$ cat src/rtl/core/brfd_pkg.sv
// ----------------------------------------------------------------------------
// Byte ring FIFO package
// Shared widths, operation codes and the result word type of the byte ring
// FIFO with delimiter search.
// ----------------------------------------------------------------------------
`default_nettype none

package brfd_pkg;

  localparam int DEPTH_DEFAULT = 4096;

  localparam int OP_W   = 2;
  localparam int BYTE_W = 8;
  localparam int CNT_W  = 13;
  localparam int CAP_W  = 13;
  localparam int OFS_W  = 12;

  localparam logic [OP_W-1:0] OP_PUSH = 2'd0;
  localparam logic [OP_W-1:0] OP_POP  = 2'd1;
  localparam logic [OP_W-1:0] OP_SKIP = 2'd2;
  localparam logic [OP_W-1:0] OP_FIND = 2'd3;

  localparam int CAPACITY_RESET = 4096;

  typedef struct packed {
    logic [BYTE_W-1:0] read_byte;
    logic [CNT_W-1:0]  done_count;
    logic              found;
    logic [OFS_W-1:0]  offset;
    logic [CNT_W-1:0]  fill_level;
    logic              status;
  } brfd_result_t;

endpackage

`default_nettype wire

$ cat src/rtl/core/brfd_if.sv
// ----------------------------------------------------------------------------
// Byte ring FIFO channels
// Valid/ready channels for operation words, result words and the capacity
// register write.
// ----------------------------------------------------------------------------
`default_nettype none


interface brfd_rsp_if;
  import brfd_pkg::*;
  logic              valid;
  logic              ready;
  logic [BYTE_W-1:0] read_byte;
  logic [CNT_W-1:0]  done_count;
  logic              found;
  logic [OFS_W-1:0]  offset;
  logic [CNT_W-1:0]  fill_level;
  logic              status;

  modport source (output valid, output read_byte, output done_count, output found,
                  output offset, output fill_level, output status, input ready);
  modport sink (input valid, input read_byte, input done_count, input found,
                input offset, input fill_level, input status, output ready);
endinterface


`default_nettype wire

$ cat src/rtl/core/brfd_out_reg.sv
// ----------------------------------------------------------------------------
// Byte ring FIFO result register
// Holds one result word until the sink takes it.
// ----------------------------------------------------------------------------
`default_nettype none

module brfd_out_reg
  import brfd_pkg::*;
(
  input  wire logic         clk,
  input  wire logic         rst,
  input  wire logic         load,
  input  wire brfd_result_t res,
  output logic              free,
  brfd_rsp_if.source        rsp
);

  logic         valid;
  brfd_result_t data;

  always_ff @(posedge clk) begin
    if (rst) begin
      valid <= 1'b0;
    end else if (load) begin
      valid <= 1'b1;
    end else if (rsp.ready) begin
      valid <= 1'b0;
    end
  end

  always_ff @(posedge clk) begin
    if (load) begin
      data <= res;
    end
  end

  assign free           = !valid || rsp.ready;
  assign rsp.valid      = valid;
  assign rsp.read_byte  = data.read_byte;
  assign rsp.done_count = data.done_count;
  assign rsp.found      = data.found;
  assign rsp.offset     = data.offset;
  assign rsp.fill_level = data.fill_level;
  assign rsp.status     = data.status;

endmodule

`default_nettype wire

$ cat src/flat_wrapper.sv
// flat-port wrapper written by rule: the top's interface ports become plain ports
module brfd_out_reg_flat import brfd_pkg::*;
  (clk, rst, load, res, free, rsp_valid, rsp_read_byte, rsp_done_count, rsp_found, rsp_offset, rsp_fill_level, rsp_status, rsp_ready);
  brfd_rsp_if rsp_i ();
  input  wire logic clk;
  input  wire logic rst;
  input  wire logic load;
  input  wire brfd_result_t res;
  output logic free;
  output wire logic [$bits(rsp_i.valid)-1:0] rsp_valid;
  output wire logic [$bits(rsp_i.read_byte)-1:0] rsp_read_byte;
  output wire logic [$bits(rsp_i.done_count)-1:0] rsp_done_count;
  output wire logic [$bits(rsp_i.found)-1:0] rsp_found;
  output wire logic [$bits(rsp_i.offset)-1:0] rsp_offset;
  output wire logic [$bits(rsp_i.fill_level)-1:0] rsp_fill_level;
  output wire logic [$bits(rsp_i.status)-1:0] rsp_status;
  input wire logic [$bits(rsp_i.ready)-1:0] rsp_ready;
  assign rsp_valid = rsp_i.valid;
  assign rsp_read_byte = rsp_i.read_byte;
  assign rsp_done_count = rsp_i.done_count;
  assign rsp_found = rsp_i.found;
  assign rsp_offset = rsp_i.offset;
  assign rsp_fill_level = rsp_i.fill_level;
  assign rsp_status = rsp_i.status;
  assign rsp_i.ready = rsp_ready;
  brfd_out_reg u_core (.clk(clk), .rst(rst), .load(load), .res(res), .free(free), .rsp(rsp_i));
endmodule
$ cat config.mk
export PLATFORM = sky130hd
export DESIGN_NAME = brfd_out_reg_flat
export DESIGN_NICKNAME = d
export VERILOG_FILES = /design/src/rtl/core/brfd_pkg.sv /design/src/rtl/core/brfd_if.sv /design/src/rtl/core/brfd_out_reg.sv /design/src/flat_wrapper.sv
export SDC_FILE = /design/constraint.sdc
export NUM_CORES = 1
export LEC_CHECK = 0
export BUFFER_PORTS_ARGS = -buffer_cell sky130_fd_sc_hd__buf_2
export CAP_MARGIN = 20
export CORE_AREA = 2 2 68 70
export CTS_CLUSTER_DIAMETER = 150
export CTS_CLUSTER_SIZE = 16
export DETAILED_ROUTE_END_ITERATION = 7
export DIE_AREA = 0 0 70 72
export GPL_TIMING_DRIVEN = 1
export PLACE_DENSITY = 0.8
export SYNTH_ARGS = -nofsm -noshare
export SYNTH_HDL_FRONTEND = slang
export SYNTH_SLANG_ARGS = --single-unit
$ cat constraint.sdc
create_clock -name clk -period 0.8 [get_ports clk]
set_input_delay 0 -clock clk [delete_from_list [all_inputs] [get_ports clk]]
set_output_delay 0 -clock clk [all_outputs]
set_load 0.01 [all_outputs]
Word-level counts from Yosys, hierarchy flattened. Index checks and enable logic that the tools add are counted.

Bits in writable memories: 0. Output and inout bits: 50. Memories kept: 0. ROM bits: 0. Bits in latches: 0. Flip-flop bits (word level): 49. Input bits: 52.

Shifts and indexed selects: 0. Divide/modulo/power cells: 0. Reductions and logical operators: 3. Order comparisons: 0. Equal/unequal tests: 0. $mul: 0. Mux-type cells: 2. Bitwise gates (word level): 0. Add/sub/neg operators: 0.

Operators by type and width (number): 1-bit 2-to-1 mux (2); 2-bit nonzero test (1); 1-bit logical NOT (1); 1-bit logical OR (1).

Depth between registers and ports, before layout. Gate-level depths: netlist (run 1).

Word-level depth: 2. Depth in mapped cells: 2.

Worst setup path after synthesis (run 1). Ideal clock, no wire load.

Path type: reg-to-reg. From: reg u_core.rsp.valid (netlist name). To: reg u_core.valid, in the netlist u_core.rsp.valid. Stages on the path, launching flop included: 3. Period minus slack after synthesis: 663 ps. Slack: 137 ps. Data arrival time: 597 ps. Library setup time: 66 ps. Data required time: 734 ps. Path buffers: 0. Cells stage by stage: dfxtp_1 nand2b_4 a21oi_2.

RTL lines: end signal, assigned (line brfd_out_reg.sv:23) `valid <= 1'b0;`; end signal, assigned (line brfd_out_reg.sv:25) `valid <= 1'b1;`; end signal, assigned (line brfd_out_reg.sv:27) `valid <= 1'b0;`; end, declared (line brfd_out_reg.sv:18) `logic valid;`.

Worst setup path in the final report (run 1).
From: reg u_core.valid, in the netlist u_core.rsp.valid. To: out free.

Longest elaborated chain between the ends: 2.

RTL lines: 1-bit logical NOT (line brfd_out_reg.sv:37) `assign free = !valid || rsp.ready;`; 1-bit logical OR (line brfd_out_reg.sv:37); end, declared (line flat_wrapper.sv:9) `output logic free;`.

Every way passes these cells.

==> results of run 1 <==
## routing by layer
| metal | up-vias | share of wire |
|---|---|---|
| li1 | 522 | - |
| met1 | 494 | 0.38 |
| met2 | 67 | 0.52 |
| met3 | 9 | 0.079 |
| met4 | 0 | 0.025 |
| met5 | - | 0 |
## how the worst max path moves through the flow
stage,startpoint,end,slack (ps),cells after the start
after floorplan,u_core.rsp.valid$_SDFFE_PP0P_,u_core.rsp.valid$_SDFFE_PP0P_,140,2
after global placement,load,u_core.rsp.fill_level[12]$_DFFE_PP_,170,2
after detailed placement,load,u_core.rsp.fill_level[8]$_DFFE_PP_,150,2
after CTS,u_core.rsp.read_byte[5]$_DFFE_PP_,rsp_read_byte[5],-50,1
after global routing,u_core.rsp.offset[0]$_DFFE_PP_,rsp_offset[0],-90,1
final,u_core.rsp.valid$_SDFFE_PP0P_,free,-40,2
## power breakdown
part,switching (mW),leakage (nW),internal [mW]
Sequential,0.0513,0.478,3.04
Combinational,0.293,0.641,0.405
Clock,0.715,0.0395,0.621
Total,1.06,1.16,4.06
## critical path, stage by stage (launching register included)
cell      delay, ps
dfxtp_2         370
nand2b_4         70
buf_6           120
## registers in the layout, indices dropped and copies added, names as in the netlist
register and cells:
u_core.rsp.status 1, u_core.rsp.done_count 13, u_core.rsp.offset 12, u_core.rsp.fill_level 13
u_core.rsp.read_byte 8, u_core.rsp.found 1, u_core.rsp.valid 1
## kinds of logic (layout without fill, tap and decap cells)
logic type | after synthesis | in the layout | share of synthesized area
AOI/OAI and AO/OA | 1 | 1 | 0.00589
buffers and inverters | 1 | 161 | 0.00252
DFF | 49 | 49 | 0.982
and+or+nand+nor | 1 | 1 | 0.00925
## what timing repair did
item	4_1_cts	5_1_grt
resized for setup	2	2
endpoints found under the hold margin	49	1
setup endpoints to repair	46	50
## layout make-up
| type | instances | area (µm²) | share of cell area |
|---|---|---|---|
| Sequential cell | 49 | 1460 | 0.544 |
| Inverter | 1 | 3.75 | 0.00140 |
| Timing Repair Buffer | 152 | 1050 | 0.392 |
| Multi-Input combinational cell | 2 | 22.5 | 0.00838 |
| Clock buffer | 8 | 80.1 | 0.0298 |
| Tap cell | 52 | 65.1 | 0.0242 |
## synthesized netlist by cell type
master and count:
edfxtp_1 48, a21oi_2 1, nand2b_4 1, inv_1 1
dfxtp_1 1
## stage by stage
stage | area [µm²] | TNS [ps] | hold WS [ps] | worst slack, ps | utilization
2_1_floorplan | 1490 | 0 | 62.4 | 137 | -
3_3_place_gp | 2100 | 0 | 163 | 167 | 0.492
3_5_place_dp | 2100 | 0 | 165 | 153 | 0.492
4_1_cts | 2680 | -821 | -37.2 | -50.4 | 0.628
5_1_grt | 2690 | -2010 | -31.7 | -86.0 | 0.631
6_report | 2690 | -257 | -21.5 | -38.0 | 0.631
## cells in the final DEF (no fill, tap or decap), drive strengths merged
| cell | synthesis | routed |
|---|---|---|
| a21oi | 1 | 1 |
| buf | 0 | 103 |
| clkbuf | 0 | 8 |
| dlygate4sd3 | 0 | 49 |
| inv | 1 | 1 |
| dfxtp | 1 | 1 |
| nand2b | 1 | 1 |
| edfxtp | 48 | 48 |
==> flow_summary.json, run 1 <==
{
  "outcome": "finished with violations",
  "violations": "hold timing, setup timing",
  "overflow": 0,
  "clk_pin_slew_ps": 80,
  "die_h_um": 72,
  "diodes": 0,
  "whs_endpoint": "u_core.rsp.valid$_SDFFE_PP0P_",
  "insertion_delay_ps": 290,
  "syn_area_um2": 1490,
  "groute.layer.met1.usage": 0.156,
  "synth_top_area_share": 0.969,
  "reg2reg_setup_slack_ps": 190,
  "wl_per_cell_um": 13.5,
  "fin_ws_ps": -38.0,
  "cp.arrival_ps": 840,
  "fin_cells": 264,
  "clock-sinks": 49,
  "timing.fmax_mhz": 1190,
  "worst_ep_required_time_ps": 800,
  "numCtsBuffers": 5,
  "min_path_cells": 3,
  "p_total_mw": 5.12,
  "drt_pass1_iterations": 4,
  "cts-root-buf": "clkbuf_8",
  "yosys_warnings": 0,
  "placementRows": 24,
  "first_global_vias": 1155,
  "cts_tree": "done",
  "rsz0062_at_grt": "yes",
  "grt-busiest-layer": "met2",
  "r2r-end": "u_core.rsp.valid$_SDFFE_PP0P_",
  "drtIter0Drc": 71,
  "fp.dieArea_um2": 5040,
  "drive_gt1_frac": 0.524,
  "htree_levels": 2,
  "avgSynthCellArea_um2": 28.6,
  "grt_antenna_before_repair": 0,
  "hold_class": "in2reg",
  "grtUsageMet3": 0.0583,
  "crit_path_start_kind": "flip-flop",
  "fp.dieW_um": 70,
  "gp_congestion": 0.693,
  "ir_drop_uv": 1170,
  "floorplan.initialDensity": 0.349,
  "ant_nets": 0,
  "relSlewSlack": 0.907,
  "ys_top_cells_by_area": "edfxtp_1 97%, dfxtp_1 1.3%, nand2b_4 0.93%, a21oi_2 0.59%, inv_1 0.25%",
  "io_pins": 102,
  "grt_pass1_wl_mm": 5.31,
  "synth_cells": 52,
  "r2r_cells": 2,
  "hold_viol_final": 1,
  "fp.coreArea_um2": 4260,
  "drv_cap": 0,
  "grt_use_total": 0.145,
  "n_fill_cell": 321,
  "nets": 263,
  "cp_max_fo": 2,
  "hp-start": "rsp_ready",
  "yosysUniqueCellTypes": 5,
  "worstSetupPathType": "reg2out",
  "slew_viol_final": 0,
  "synth_nets": 104,
  "vias": 1092,
  "setup_violations": 20,
  "crit_path_end_kind": "output port",
  "drc": 0,
  "seq_area_frac_synth": 0.982,
  "reg2reg_from": "u_core.rsp.valid$_SDFFE_PP0P_",
  "ys_ff_latch": 49,
  "wl_mm": 3.56,
  "tightest_slew_ps": 139,
  "p_per_area_nw_per_um2": 1910,
  "areaGrowthSynthToFinish_pct": 80.7,
  "ctsLongestPathBuffers": 2,
  "grtUsageMet2": 0.254,
  "min_period_ps": 838,
  "ctsHoldBuffers": 49,
  "vias_per_cell": 4.14,
  "fin_skew_ps": 0,
  "yosys.area.top_type": "edfxtp_1",
  "dp.cells": 207,
  "io_buffer_count": 101,
  "grt_max_degree": 27,
  "cts_setup_buffers": 0,
  "total_leakage_power_nw": 1.16,
  "finalCritPeriodShare": 1.05,
  "holdWs_ps": -21.5
}
(Power assumes the default switching activity.)
==> inputs of run 2 (changes only) <==
- CTS_BUF_LIST: not set -> sky130_fd_sc_hd__clkbuf_16
- MAX_ROUTING_LAYER: not set -> met4
==> flow_summary.json, run 2 (same netlist as run 1, synthesis figures left out) <==
{
  "fp.dieArea_um2": 5040,
  "worstPathCellList": "buf_2",
  "insertion_delay_ps": 280,
  "cts_tree": "done",
  "fp.dieW_um": 70,
  "relSlewSlack": 0.908,
  "numCtsBuffers": 5,
  "dp.cells": 207,
  "drv_cap": 0,
  "cts_setup_buffers": 0,
  "fin_ws_ps": -25.9,
  "fp.coreArea_um2": 4260,
  "cts-root-buf": "clkbuf_16",
  "drt_pass1_iterations": 3,
  "p_per_area_nw_per_um2": 2080,
  "whs_endpoint": "u_core.rsp.valid$_SDFFE_PP0P_",
  "wl_mm": 3.65,
  "critPathBufInv": 1,
  "vias_per_cell": 4.25,
  "drtIter0Drc": 79,
  "reg2reg_from": "u_core.rsp.valid$_SDFFE_PP0P_",
  "worst_ep_required_time_ps": 800,
  "drive_gt1_frac": 0.524,
  "worstSetupPathType": "reg2out",
  "gp_congestion": 0.700,
  "first_global_vias": 1170,
  "fin_skew_ps": 0,
  "layout_commonest_cell": "buf_2",
  "ctsLongestPathBuffers": 2,
  "vias": 1123,
  "grt_antenna_before_repair": 0,
  "slew_viol_final": 0,
  "total_leakage_power_nw": 1.19,
  "diodes": 0,
  "overflow": 0,
  "holdWs_ps": -6.57,
  "io_pins": 102,
  "die_h_um": 72,
  "ant_nets": 0,
  "io_buffer_count": 101,
  "ctsHoldBuffers": 49,
  "crit_path_end_kind": "output port",
  "nets": 263,
  "fin_cells": 264,
  "min_path_cells": 3,
  "grt_max_degree": 27,
  "cp_slowest_cell": "edfxtp_1",
  "rsz0062_at_grt": "yes",
  "r2r-end": "u_core.rsp.valid$_SDFFE_PP0P_",
  "max_stage_delay_ps": 390,
  "min_period_ps": 826,
  "layout_common_cells": "100 x buf_2, 49 x dlygate4sd3_1, 48 x edfxtp_1",
  "crit_family": "flip-flops",
  "setup_violations": 8,
  "floorplan.initialDensity": 0.349,
  "clock-sinks": 49,
  "crit_path_start_kind": "flip-flop",
  "outcome": "finished with violations",
  "reg2reg_setup_slack_ps": 210,
  "finalCritPeriodShare": 1.03,
  "placementRows": 24,
  "grt_pass1_wl_mm": 5.38,
  "grt_use_total": 0.154,
  "fin_util": 0.641,
  "areaGrowthSynthToFinish_pct": 83.7,
  "violations": "hold timing, setup timing",
  "cp.arrival_ps": 830,
  "n_fill_cell": 325,
  "r2r_cells": 2,
  "htree_levels": 2,
  "hold_viol_final": 1,
  "timing.fmax_mhz": 1210,
  "tightest_slew_ps": 138,
  "wl_per_cell_um": 13.8,
  "ir_drop_uv": 1440,
  "clk_pin_slew_ps": 60,
  "cp_max_fo": 1,
  "hp-start": "rsp_ready",
  "drc": 0,
  "hold_class": "in2reg"
}
run 2: cell types whose count changed in the layout (fill, tap and decap cells not counted):
| cell | delta |
|---|---|
| clkbuf_8 | -5 |
| clkbuf_1 | -3 |
| inv_1 | +3 |
| buf_6 | -2 |
| clkbuf_16 | +5 |
| buf_2 | +2 |
run 2: layout make-up:
class | instances | area [µm²] | share of cell area
sequential | 49 | 1460 | 0.535
timing repair buffer | 152 | 1040 | 0.381
multi-input combinational | 2 | 22.5 | 0.00824
inverter | 1 | 3.75 | 0.00137
clock buffer | 5 | 125 | 0.0458
tap | 52 | 65.1 | 0.0238
clock inverter | 3 | 11.3 | 0.00412
run 2: stage by stage:
| stage | setup slack, ps | TNS [ps] | cell area, µm² | total power, mW |
|---|---|---|---|---|
| floorplan | 137 | 0 | 1490 | 3.28 |
| global placement | 167 | 0 | 2100 | 3.63 |
| detailed placement | 153 | 0 | 2100 | 3.65 |
| CTS | -26.0 | -136 | 2730 | 5.75 |
| global route | -62.1 | -834 | 2730 | 5.91 |
| finish | -25.9 | -66.6 | 2730 | 5.69 |
run 2: report_power, final:
group          leakage, nW  total (mW)  internal [mW]  switching [mW]
Clock               0.0776        1.91           1.12           0.784
Combinational        0.638       0.693          0.397           0.296
Sequential           0.478        3.09           3.04          0.0505
run 2: repair_timing:
item / CTS / global route
resized for setup: 2 / 0
setup endpoints to repair: 16 / 44
endpoints found under the hold margin: 49 / 1
gates cloned: 0 / 0
run 2: worst max-delay path by stage:
stage / startpoint / to / slack [ps] / cells after the start
after floorplan: u_core.rsp.valid$_SDFFE_PP0P_ / u_core.rsp.valid$_SDFFE_PP0P_ / 140 / 2
after global placement: load / u_core.rsp.fill_level[12]$_DFFE_PP_ / 170 / 2
after detailed placement: load / u_core.rsp.fill_level[8]$_DFFE_PP_ / 150 / 2
after CTS: u_core.rsp.read_byte[5]$_DFFE_PP_ / rsp_read_byte[5] / -30 / 1
after global routing: u_core.rsp.offset[0]$_DFFE_PP_ / rsp_offset[0] / -60 / 1
final: u_core.rsp.offset[0]$_DFFE_PP_ / rsp_offset[0] / -30 / 1
run 2: layer usage:
| metal | vias to the layer above | wire [µm] | track usage |
|---|---|---|---|
| met3 | 18 | 284 | 0.0556 |
| met4 | 0 | 163 | 0.0983 |
| met2 | 73 | 1870 | 0.258 |
| li1 | 526 | - | - |
| met5 | - | 0 | - |
| met1 | 506 | 1330 | 0.153 |
